===== config.mk =====
export PLATFORM = sky130hd
export DESIGN_NAME = kermit_packet_receiver_unit
export DESIGN_NICKNAME = d
export VERILOG_FILES = /design/src/hw/rtl/kpr_pkg.sv /design/src/hw/rtl/kpr_cfg_regs.sv /design/src/hw/rtl/kpr_in_stage.sv /design/src/hw/rtl/kpr_deframe.sv /design/src/hw/rtl/kpr_out_reg.sv /design/src/hw/rtl/kermit_packet_receiver_unit.sv
export SDC_FILE = /design/constraint.sdc
export NUM_CORES = 1
export LEC_CHECK = 0
export BUFFER_PORTS_ARGS = -buffer_cell sky130_fd_sc_hd__clkbuf_2
export CAP_MARGIN = 15
export CORE_MARGIN = 2
export CORE_UTILIZATION = 58
export CTS_CLUSTER_DIAMETER = 50
export CTS_CLUSTER_SIZE = 16
export DETAILED_ROUTE_END_ITERATION = 10
export GPL_TIMING_DRIVEN = 0
export PLACE_DENSITY = 0.76
export SYNTH_ARGS = -nofsm -noshare
export SYNTH_HDL_FRONTEND = slang
export SYNTH_SLANG_ARGS = --single-unit

===== constraint.sdc =====
create_clock -name clk -period 8.3 [get_ports clk]
set_input_delay 1.245 -clock clk [delete_from_list [all_inputs] [get_ports clk]]
set_output_delay 1.245 -clock clk [all_outputs]
set_load 0.01 [all_outputs]

===== src/hw/rtl/kpr_pkg.sv =====
// Shared types, constants and helpers for the Kermit packet receiver.
package kpr_pkg;

  // Counter width for byte_count and run_remaining (valid range 7 to 16)
  localparam int CNT_W      = 14;
  // Width of the reported packet length and of max_length
  localparam int LEN_W      = 14;
  // Width used for saturating counter arithmetic before the clamp
  localparam int WIDE_W     = 18;
  // Width used to compare a counter against a 14-bit value
  localparam int CMP_W      = (CNT_W > LEN_W) ? CNT_W : LEN_W;
  localparam int HSUM_W     = 11;
  localparam int CTRLC_W    = 2;
  localparam int CFG_IDX_W  = 3;
  localparam int CFG_DATA_W = 14;

  localparam logic [CNT_W-1:0]   CNT_MAX = '1;
  localparam logic [LEN_W-1:0]   LEN_MAX = '1;

  // Byte constants
  localparam logic [7:0] LF_BYTE     = 8'h0a;
  localparam logic [7:0] CTRL_C      = 8'h03;
  localparam logic [6:0] DIGIT_BIAS7 = 7'd32;
  localparam logic [7:0] DIGIT_BIAS  = 8'd32;
  localparam logic [7:0] CHK_BIAS    = 8'd32;
  localparam logic [14:0] HDR_SCALE  = 15'd95;
  // Third consecutive control-C (run count already at this value) is fatal
  localparam logic [CTRLC_W-1:0] CTRLC_LIMIT = 2'd2;

  // Long header field positions, counted in stored bytes
  localparam logic [CNT_W-1:0] HDR_LEN_HI = CNT_W'(3);
  localparam logic [CNT_W-1:0] HDR_LEN_LO = CNT_W'(4);
  localparam logic [CNT_W-1:0] HDR_CHK    = CNT_W'(5);
  localparam logic [CNT_W-1:0] HDR_END    = CNT_W'(6);

  // Register reset values
  localparam logic [7:0]       RST_START_MARK = 8'd1;
  localparam logic [7:0]       RST_END_MARK   = 8'd13;
  localparam logic [LEN_W-1:0] RST_MAX_LENGTH = LEN_W'(90);

  typedef enum logic [CFG_IDX_W-1:0] {
    CFG_START_MARK   = 3'd0,
    CFG_END_MARK     = 3'd1,
    CFG_MAX_LENGTH   = 3'd2,
    CFG_STRIP_PARITY = 3'd3,
    CFG_REMOTE_MODE  = 3'd4
  } cfg_idx_t;

  typedef enum logic [1:0] {
    KIND_DATA  = 2'd0,
    KIND_DONE  = 2'd1,
    KIND_LONG  = 2'd2,
    KIND_FATAL = 2'd3
  } kind_t;

  typedef struct packed {
    logic [7:0]       start_mark;
    logic [7:0]       end_mark;
    logic [LEN_W-1:0] max_length;
    logic             strip_parity;
    logic             remote_mode;
  } cfg_t;

  typedef struct packed {
    logic       cmd;
    logic [7:0] rx_byte;
  } in_item_t;

  typedef struct packed {
    logic [1:0]       result_kind;
    logic [7:0]       data_byte;
    logic [LEN_W-1:0] packet_length;
  } out_item_t;

  // Clamp a widened count to the counter maximum
  function automatic logic [CNT_W-1:0] sat_cnt(input logic [WIDE_W-1:0] v);
    logic [CNT_W-1:0] r;
    r = (v > WIDE_W'(CNT_MAX)) ? CNT_MAX : v[CNT_W-1:0];
    return r;
  endfunction

endpackage


===== src/hw/rtl/kpr_cfg_regs.sv =====
// Configuration registers of the Kermit packet receiver.
module kpr_cfg_regs (
  input  logic                             clk,
  input  logic                             rst_n,
  input  logic                             cfg_we,
  input  logic [kpr_pkg::CFG_IDX_W-1:0]    cfg_index,
  input  logic [kpr_pkg::CFG_DATA_W-1:0]   cfg_wdata,
  output kpr_pkg::cfg_t                    cfg
);
  import kpr_pkg::*;

  cfg_t cfg_r, cfg_nxt;

  // Register write decode; unknown indexes are ignored
  always_comb begin
    cfg_nxt = cfg_r;
    if (cfg_we) begin
      case (cfg_index)
        CFG_START_MARK:   cfg_nxt.start_mark   = cfg_wdata[7:0];
        CFG_END_MARK:     cfg_nxt.end_mark     = cfg_wdata[7:0];
        CFG_MAX_LENGTH:   cfg_nxt.max_length   = cfg_wdata[LEN_W-1:0];
        CFG_STRIP_PARITY: cfg_nxt.strip_parity = cfg_wdata[0];
        CFG_REMOTE_MODE:  cfg_nxt.remote_mode  = cfg_wdata[0];
        default:          cfg_nxt = cfg_r;
      endcase
    end
  end

  always_ff @(posedge clk) begin
    if (!rst_n) begin
      cfg_r.start_mark   <= RST_START_MARK;
      cfg_r.end_mark     <= RST_END_MARK;
      cfg_r.max_length   <= RST_MAX_LENGTH;
      cfg_r.strip_parity <= 1'b0;
      cfg_r.remote_mode  <= 1'b0;
    end else begin
      cfg_r <= cfg_nxt;
    end
  end

  assign cfg = cfg_r;

endmodule


===== src/hw/rtl/kpr_in_stage.sv =====
// Input register stage: holds one received item until it is processed.
module kpr_in_stage (
  input  logic              clk,
  input  logic              rst_n,
  input  logic              in_valid,
  output logic              in_stall,
  input  kpr_pkg::in_item_t in_data,
  input  logic              slot_free,
  output logic              go,
  output kpr_pkg::in_item_t item
);
  import kpr_pkg::*;

  logic     stage_valid_r, stage_valid_nxt;
  in_item_t stage_item_r;
  logic     accept;

  // Process the held item whenever the result slot can take a result
  assign go       = stage_valid_r && slot_free;
  assign in_stall = stage_valid_r && !slot_free;
  assign accept   = in_valid && !in_stall;

  always_comb begin
    stage_valid_nxt = stage_valid_r;
    if (accept) begin
      stage_valid_nxt = 1'b1;
    end else if (go) begin
      stage_valid_nxt = 1'b0;
    end
  end

  always_ff @(posedge clk) begin
    if (!rst_n) begin
      stage_valid_r <= 1'b0;
    end else begin
      stage_valid_r <= stage_valid_nxt;
    end
  end

  // Payload: no reset needed
  always_ff @(posedge clk) begin
    if (accept) begin
      stage_item_r <= in_data;
    end
  end

  assign item = stage_item_r;

endmodule


===== src/hw/rtl/kpr_deframe.sv =====
// Packet state and per-byte deframing logic.
module kpr_deframe (
  input  logic               clk,
  input  logic               rst_n,
  input  kpr_pkg::cfg_t      cfg,
  input  logic               go,
  input  kpr_pkg::in_item_t  item,
  output logic               res_valid,
  output kpr_pkg::out_item_t res
);
  import kpr_pkg::*;

  logic               in_packet_r,   in_packet_nxt;
  logic [CNT_W-1:0]   byte_count_r,  byte_count_nxt;
  logic [CNT_W-1:0]   run_r,         run_nxt;
  logic               long_r,        long_nxt;
  logic [HSUM_W-1:0]  hsum_r,        hsum_nxt;
  logic [CTRLC_W-1:0] ctrlc_r,       ctrlc_nxt;

  logic [7:0]        x, c, run_byte, digit, chk;
  logic [5:0]        chk_low;
  logic [14:0]       hdr_prod;
  logic              bc_zero, len_slot, run_slot, clear;
  logic              run_hdr_long;
  logic [CNT_W-1:0]  run_hdr;
  logic [HSUM_W-1:0] hsum_hdr;
  logic [CMP_W-1:0]  bc_wide;

  // Byte views: parity-stripped compare byte and run byte
  assign x        = item.rx_byte;
  assign c        = cfg.strip_parity ? {1'b0, x[6:0]} : x;
  assign run_byte = c;
  assign digit    = (x < DIGIT_BIAS) ? 8'd0 : (x - DIGIT_BIAS);
  assign hdr_prod = 15'(digit) * HDR_SCALE;
  assign bc_wide  = CMP_W'(byte_count_r);

  assign bc_zero  = (byte_count_r == '0);
  assign len_slot = in_packet_r && bc_zero;
  assign run_slot = in_packet_r && (run_r != '0) && !bc_zero &&
                    !(long_r && (byte_count_r < HDR_END));

  // Header checksum from the running sum
  assign chk_low  = hsum_hdr[5:0] + {4'b0, hsum_hdr[7:6]};
  assign chk      = {2'b00, chk_low} + CHK_BIAS;

  // LEN byte decode and long-header field handling
  always_comb begin
    run_hdr      = run_r;
    run_hdr_long = long_r;
    hsum_hdr     = hsum_r;
    if (len_slot) begin
      if (x[6:0] < DIGIT_BIAS7) begin
        run_hdr = '0;
      end else begin
        run_hdr = CNT_W'(x[6:0] - DIGIT_BIAS7);
        if (x[6:0] == DIGIT_BIAS7) begin
          run_hdr_long = 1'b1;
        end
      end
    end
    if (run_hdr_long) begin
      if (byte_count_r < HDR_CHK) begin
        hsum_hdr = hsum_r + HSUM_W'(c);
      end
      if (byte_count_r == HDR_LEN_HI) begin
        run_hdr = sat_cnt(WIDE_W'(hdr_prod));
      end
      if (byte_count_r == HDR_LEN_LO) begin
        run_hdr = sat_cnt(WIDE_W'(run_r) + WIDE_W'(digit));
      end
    end
  end

  // Next packet state and result
  always_comb begin
    in_packet_nxt  = in_packet_r;
    byte_count_nxt = byte_count_r;
    run_nxt        = run_r;
    long_nxt       = long_r;
    hsum_nxt       = hsum_r;
    ctrlc_nxt      = ctrlc_r;
    res_valid      = 1'b0;
    res            = '0;
    clear          = 1'b0;
    if (item.cmd) begin
      // Host abort
      clear           = 1'b1;
      res_valid       = 1'b1;
      res.result_kind = KIND_FATAL;
    end else if (run_slot) begin
      // Counted run byte: pass through unchecked
      byte_count_nxt  = sat_cnt(WIDE_W'(byte_count_r) + WIDE_W'(1));
      run_nxt         = run_r - CNT_W'(1);
      res_valid       = 1'b1;
      res.result_kind = KIND_DATA;
      res.data_byte   = run_byte;
    end else begin
      run_nxt  = run_hdr;
      long_nxt = run_hdr_long;
      hsum_nxt = hsum_hdr;
      if (run_hdr_long && (byte_count_r == HDR_CHK) && (chk != x)) begin
        run_nxt = '0;
      end
      // Remote control-C run
      if (cfg.remote_mode && (c == CTRL_C)) begin
        if (ctrlc_r == CTRLC_LIMIT) begin
          clear           = 1'b1;
          res_valid       = 1'b1;
          res.result_kind = KIND_FATAL;
        end else begin
          ctrlc_nxt = ctrlc_r + CTRLC_W'(1);
        end
      end else begin
        ctrlc_nxt = '0;
      end
      if (!clear) begin
        if (c == cfg.start_mark) begin
          in_packet_nxt = 1'b1;
        end else if (!in_packet_r) begin
          // hunting: drop the byte
        end else if ((c == cfg.end_mark) || (c == LF_BYTE)) begin
          clear             = 1'b1;
          res_valid         = 1'b1;
          res.result_kind   = KIND_DONE;
          res.packet_length = (bc_wide > CMP_W'(LEN_MAX)) ? LEN_MAX
                                                          : bc_wide[LEN_W-1:0];
        end else if (bc_wide > CMP_W'(cfg.max_length)) begin
          clear           = 1'b1;
          res_valid       = 1'b1;
          res.result_kind = KIND_LONG;
        end else begin
          byte_count_nxt  = sat_cnt(WIDE_W'(byte_count_r) + WIDE_W'(1));
          res_valid       = 1'b1;
          res.result_kind = KIND_DATA;
          res.data_byte   = x;
        end
      end
    end
    if (clear) begin
      in_packet_nxt  = 1'b0;
      byte_count_nxt = '0;
      run_nxt        = '0;
      long_nxt       = 1'b0;
      hsum_nxt       = '0;
      ctrlc_nxt      = '0;
    end
  end

  // State advances once per processed item
  always_ff @(posedge clk) begin
    if (!rst_n) begin
      in_packet_r  <= 1'b0;
      byte_count_r <= '0;
      run_r        <= '0;
      long_r       <= 1'b0;
      hsum_r       <= '0;
      ctrlc_r      <= '0;
    end else if (go) begin
      in_packet_r  <= in_packet_nxt;
      byte_count_r <= byte_count_nxt;
      run_r        <= run_nxt;
      long_r       <= long_nxt;
      hsum_r       <= hsum_nxt;
      ctrlc_r      <= ctrlc_nxt;
    end
  end

endmodule


===== src/hw/rtl/kpr_out_reg.sv =====
// Result register on the output channel.
module kpr_out_reg (
  input  logic               clk,
  input  logic               rst_n,
  input  logic               go,
  input  logic               res_valid,
  input  kpr_pkg::out_item_t res,
  output logic               slot_free,
  output logic               out_valid,
  input  logic               out_stall,
  output kpr_pkg::out_item_t out_data
);
  import kpr_pkg::*;

  logic      out_valid_r, out_valid_nxt;
  out_item_t out_item_r;
  logic      load;

  // Slot is free when empty or its result transfers this cycle
  assign slot_free = !out_valid_r || !out_stall;
  assign load      = go && res_valid;

  always_comb begin
    out_valid_nxt = out_valid_r;
    if (load) begin
      out_valid_nxt = 1'b1;
    end else if (!out_stall) begin
      out_valid_nxt = 1'b0;
    end
  end

  always_ff @(posedge clk) begin
    if (!rst_n) begin
      out_valid_r <= 1'b0;
    end else begin
      out_valid_r <= out_valid_nxt;
    end
  end

  always_ff @(posedge clk) begin
    if (load) begin
      out_item_r <= res;
    end
  end

  assign out_valid = out_valid_r;
  assign out_data  = out_item_r;

endmodule


===== src/hw/rtl/kermit_packet_receiver_unit.sv =====
// Kermit packet receiver: finds packets in a received byte stream.
//
// Input channel (in_valid/in_stall/in_data): one item per transfer, either a
// received byte or a host abort request. Output channel (out_valid/out_stall/
// out_data): at most one result per item: a stored packet byte, packet
// complete with its length, too-long error, or fatal abort. Bytes that cause
// no result (hunting, marks, discarded start marks) are consumed silently.
// Configuration is written through cfg_we/cfg_index/cfg_wdata while idle.
//
// An item taken into the input register is processed into the result register,
// and its result is on the output from then on. The unit takes one item per
// cycle while the result slot is free; the packet state is updated by a single
// combinational pass between the input register and the result register.
//
// Reset (rst_n low, synchronous) restores the register defaults, returns to
// hunting for the start mark and empties both registers. When out_stall
// holds a result, one more item is taken into the input register, then
// in_stall rises until the result slot frees.
module kermit_packet_receiver_unit (
  input  logic                           clk,
  input  logic                           rst_n,
  input  logic                           cfg_we,
  input  logic [kpr_pkg::CFG_IDX_W-1:0]  cfg_index,
  input  logic [kpr_pkg::CFG_DATA_W-1:0] cfg_wdata,
  input  logic                           in_valid,
  output logic                           in_stall,
  input  kpr_pkg::in_item_t              in_data,
  output logic                           out_valid,
  input  logic                           out_stall,
  output kpr_pkg::out_item_t             out_data
);
  import kpr_pkg::*;

  cfg_t      cfg;
  in_item_t  item;
  out_item_t res;
  logic      go, slot_free, res_valid;

  // Configuration registers
  kpr_cfg_regs u_cfg (
    .clk       (clk),
    .rst_n     (rst_n),
    .cfg_we    (cfg_we),
    .cfg_index (cfg_index),
    .cfg_wdata (cfg_wdata),
    .cfg       (cfg)
  );

  // Input register
  kpr_in_stage u_in (
    .clk       (clk),
    .rst_n     (rst_n),
    .in_valid  (in_valid),
    .in_stall  (in_stall),
    .in_data   (in_data),
    .slot_free (slot_free),
    .go        (go),
    .item      (item)
  );

  // Deframing state and logic
  kpr_deframe u_deframe (
    .clk       (clk),
    .rst_n     (rst_n),
    .cfg       (cfg),
    .go        (go),
    .item      (item),
    .res_valid (res_valid),
    .res       (res)
  );

  // Result register
  kpr_out_reg u_out (
    .clk       (clk),
    .rst_n     (rst_n),
    .go        (go),
    .res_valid (res_valid),
    .res       (res),
    .slot_free (slot_free),
    .out_valid (out_valid),
    .out_stall (out_stall),
    .out_data  (out_data)
  );

endmodule


Word level (Yosys, flattened, before mapping)
Index checks and enable logic that the tools add are counted.

operators by class
  shift operators = 0
  reduce and logical (&&, ||, !) cells = 40
  bitwise logic cells = 2
  mux-type cells = 75
  multiply operators = 1
  div/mod/pow operators = 0
  equal/unequal tests = 23
  $add $sub $neg = 9
  $lt $le $gt $ge = 9

operator list
  cell                   number
  $mux 14                22
  $mux 24                3
  $mux 11                5
  $gt 18x14->1 const B   2
  $mux 8                 4
  $mux 1                 31
  $eq 14x3->1 const B    2
  $lt 14x3->1 const B    2
  $mux 2                 9
  $eq 8x8->1             2
  $add 14x1->15 const B  1
  $add 14x8->15          1
  $gt 15x14->1 const B   1
  $mul 8x7->15 const B   1
  $eq 14x2->1 const B    1
  $gt 14x14->1           1
  $gt 14x14->1 const B   1
  $logic_not 14->1       1
  $reduce_bool 14->1     1
  $sub 14x1->14 const B  1
  $logic_and 1x1->1      12
  $ne 3x1->1 const B     4
  $reduce_and 2->1       6
  $add 11x8->11          1
  other kinds (30)       44

storage, ports and cells
  memory bits (read-only) = 0
  latch bits = 0
  logic and storage cells = 178
  bits in writable memories = 0
  memories = 0
  register bits after elaboration = 110
  output and inout port bits = 26
  bits of input ports = 31

Longest topological paths before layout
  word-level depth = 13
  gate-level depth with buffers = 24
  mapped depth without buffers = 23

Hierarchy
A second synthesis with hierarchy kept.

unflattened totals
  cells, all modules = 1,079
  area, all modules = 9,080.0 um2

modules (own cells, without submodules)
  module        seq. area each (um2)  area an instance (um2)  cells each  instances
  kpr_deframe   800.8                 6,676.4                 905         1
  kpr_cfg_regs  640.6                 1,313.8                 131         1
  kpr_out_reg   740.7                 765.7                   29          1
  kpr_in_stage  290.3                 324.1                   14          1

Least setup slack after synthesis
OpenSTA, ideal clock, no wires.

  path type = register to register
  start = reg u_in.stage_item_r (netlist bit u_in.item[5])
  end = reg u_deframe.run_r[13]
  data required time = 8,185 ps
  setup slack = 2,307 ps
  stages on the path, launching flop included = 23
  setup time = 115 ps
  arrival = 5,877 ps
  clock period less this slack = 5,993 ps
  path buffers = 1
  path through = edfxtp_1 > buf_1 > inv_1 > ha_1 > inv_1 > or3_1 > a21boi_0 > inv_1 > ha_1 > fa_1 > fa_1 > ha_1 > ha_1 > a21o_1 > a211oi_1 > and4_1 > nor2_1 > nand3_1 > or3b_1 > o21a_1 > o311a_1 > a221o_1 > a31o_1

between the ends
  word-level cells in the longest chain between the ends = 13
  elaborated cells on any way between the ends = 50
  those cells by class = add/sub (6); mul (1); order compare (4); eq/ne (7); mux (27); reduce/logical (5)

ends and longest elaborated chain
  item                                                                   line                source
  start: declaration                                                     kpr_in_stage.sv:15  in_item_t stage_item_r;
  start signal: assignment                                               kpr_in_stage.sv:43  stage_item_r <= in_data;
  parallel branches: the longest is 13 deep, another holds $mul 8x7->15  n/a
  end signal: assignment                                                 kpr_deframe.sv:161  run_r <= run_nxt;
  end: declaration                                                       kpr_deframe.sv:15   logic [CNT_W-1:0] run_r, run_nxt;

Several ways; the timed one is not identified. The select of a mux whose other input is x is not followed.
A chain may end at the register's enable or synchronous reset.

Final worst setup path
  start = reg u_in.stage_item_r (netlist bit u_in.item[5])
  end = reg u_deframe.run_r[1]

The elaborated chain is that of the path after synthesis.

==> impl_metrics.ini <==
[cts]
clock_latency_ns = 0.37
cts_setup_buffers = 0
clockBufferDepth = 2
root_buffer = clkbuf_16
cts.hold.buffers_added = 0
cts_tree = built
clock_sinks = 107
path_clk_slew_ns = 0.08
cts_resized = 0
htree_levels = 3
cts_made_buffers = 9

[synth]
synth-async-reset-ratio = 0
synth-simple-area-share = 0.219
yosysMostFrequentCell = nand2_1
muxShareOfSynthArea = 0.0131
yosysSeqAreaShare = 0.278
synth-compound-area-share = 0.228
synth_top_cell_area_share = 0.167
syn_nets = 1180
syn_avg_cell_area_um2 = 8.44
synth_ff_type = dfxtp_1
synth.top_cells.by_count = nand2_1, ha_1, dfxtp_1, nor2_1, a21oi_1
synth_fa_ha_area_frac = 0.153
synth-xor-area-share = 0.0493
ys_warn_count = 0
synth.distinct_cells = 90
synthCells = 1053
synth_edf_count = 33
synth.largest_area_cell = dfxtp_1
syn_area_um2 = 8880
ys_ff_latch = 107
synth_area_leaders = dfxtp_1, edfxtp_1, ha_1
synth_top_family_by_area = compound AO/OA/AOI/OAI gates

[timing]
rsz0062_at_grt = false
skew_ns = 0.00880
finalSetupViolations = 0
setup_tns_ns = 0
tightest_slew_ns = 1.06
slew_viol_final = 0
slew_headroom = 0.292
holdWs_ns = 0.465
hold_viol = 0
fmax_mhz = 137
finalCritPeriodShare = 0.878
layout_min_cycle_time_ns = 7.29

[worst_setup_path]
slowest_stage = o41ai_1
critPathLaunchType = flop
cpPeakStageDelay_ns = 0.68
required_ns = 8.62
cp-end-kind = flop
path_cells = buf_1 > inv_1 > ha_1 > inv_1 > or3_1 > a21boi_0 > inv_1 > ha_1 > fa_1 > fa_1 > ha_1 > ha_1 > clkbuf_1 > a21o_1 > a21o_1 > a21oi_1 > o21ai_0 > xor2_1 > o21ai_0 > o41ai_1 > nor2_1 > a221oi_1 > a22o_1
crit_top_cell = ha_1
cp_max_fo = 10
worstPathArrival_ns = 7.60
criticalPathCategory = flop to flop

[layout]
antenna_cells = 0
layout-drive-gt1-share = 0.112
nFillCells = 1354
syn2layout_area_growth_pct = 9.62
num-nets-final = 1247

[run_status]
status = finished, final reports clean

[power]
leakage_nw = 4.06
ir_worst_vdd_mv = 0.164
power.total_mw = 1.68
powerDensity_nw_per_um2 = 173

[detailed_routing]
via_per_inst = 6.21
firstDrtPassIters = 6
via_count = 8156
final_antenna_net_count = 0
wl_per_cell_um = 18.1
finalWirelength_mm = 23.8
drc = 0
drt_iter0_drc = 916

[die]
die_w_um = 128
die_area_um2 = 16300
start_util = 0.589
die_y_um = 128
io_pins = 57
core_um2 = 15100
rows = 45

[hold_path]
hold_path_class = flop to flop

[placement]
io_buffers = 56
hpwl_mm = 18.2
gp_congestion = 0.925

[global_routing]
grt_start_max_net_pins = 34
grt-ovfl-total = 0
grt_pass1_wl_mm = 38.8
grt_antenna_before_repair = 0
grtUsageTotal = 0.301
first_global_vias = 7514

[flow_run]
cap_violations = 0
critical path, delay by kind of cell, from the launching register on:
family | cells | cell delay [ns]
xor gates and xnor gates | 1 | 0.25
DFF | 1 | 0.51
and+or+nand+nor | 2 | 0.27
adders and majority gates | 6 | 2.26
buffers and inverters | 5 | 1.39
AOI/OAI and AO/OA | 9 | 2.53
registers in the layout, indices dropped and copies added (netlist names), 2 cells and up:
name               cells
u_cfg.cfg             32
u_deframe.bc_wide     14
u_deframe.ctrlc_r      2
u_deframe.hsum_r       8
u_deframe.run_r       14
u_in.item              9
u_out.out_data        24
per-layer routing:
layer,up-vias,global-route usage,part of all wire
met4,0,0.0821,0.022
met1,3809,0.434,0.45
met2,367,0.463,0.45
met5,-,0,0
met3,55,0.0547,0.078
li1,3925,-,-
power by group:
group	switching, mW	internal [mW]	total, mW
combinational	0.391	0.256	0.647
sequential	0.00774	0.546	0.554
clock	0.220	0.260	0.481
total	0.619	1.06	1.68
final cells by class:
class	count	area, um^2	area share
multi-input cells	824	5880	0.604
flip-flops and latches	107	2470	0.254
repair buffers	56	280	0.0288
plain buffers	55	279	0.0287
inverters	67	251	0.0258
clock buffers	10	250	0.0257
well taps	188	235	0.0242
clock inverters	6	88.8	0.00912
logic make-up after synthesis:
| logic type | Yosys count |
|---|---|
| AOI/OAI and AO/OA | 291 |
| xor gates and xnor gates | 50 |
| adders and majority gates | 96 |
| buffers and inverters | 122 |
| DFF | 107 |
| muxes | 11 |
| and+or+nand+nor | 376 |
cells in the final DEF (no fill, tap or decap), types with 28 or more instances in the layout:
cell,count
and2_1,35
o21ai_0,42
edfxtp_1,33
clkbuf_1,33
nand3_1,28
ha_1,75
a21oi_1,71
dfxtp_1,74
inv_1,67
nor2_1,73
clkbuf_2,56
nand2_1,120
stage by stage:
stage          instance area [um^2]  setup slack (ns)  std cells   util
5_1_grt                        9740             0.478       1313  0.645
6_report                       9740              1.01       1313  0.645
2_1_floorplan                  8880              2.31       1053      -
3_3_place_gp                   9400              1.08       1297  0.623
4_1_cts                        9740             0.996       1313  0.645
3_5_place_dp                   9400              1.04       1297  0.623
worst paths after layout:
| kind | startpoint | endpoint | slack [ns] | depth (start not counted) |
|---|---|---|---|---|
| setup / recovery | u_in.item[5] | u_deframe.run_r[1] | 1.01 | 23 |
| hold / removal | u_cfg.cfg[10] | u_cfg.cfg[10] | 0.47 | 2 |
| setup reg to reg | u_in.item[5] | u_deframe.run_r[1] | 1.01 | 23 |
| hold reg to reg | u_cfg.cfg[10] | u_cfg.cfg[10] | 0.47 | 2 |
Note: power is estimated with default switching activity, not from simulation.
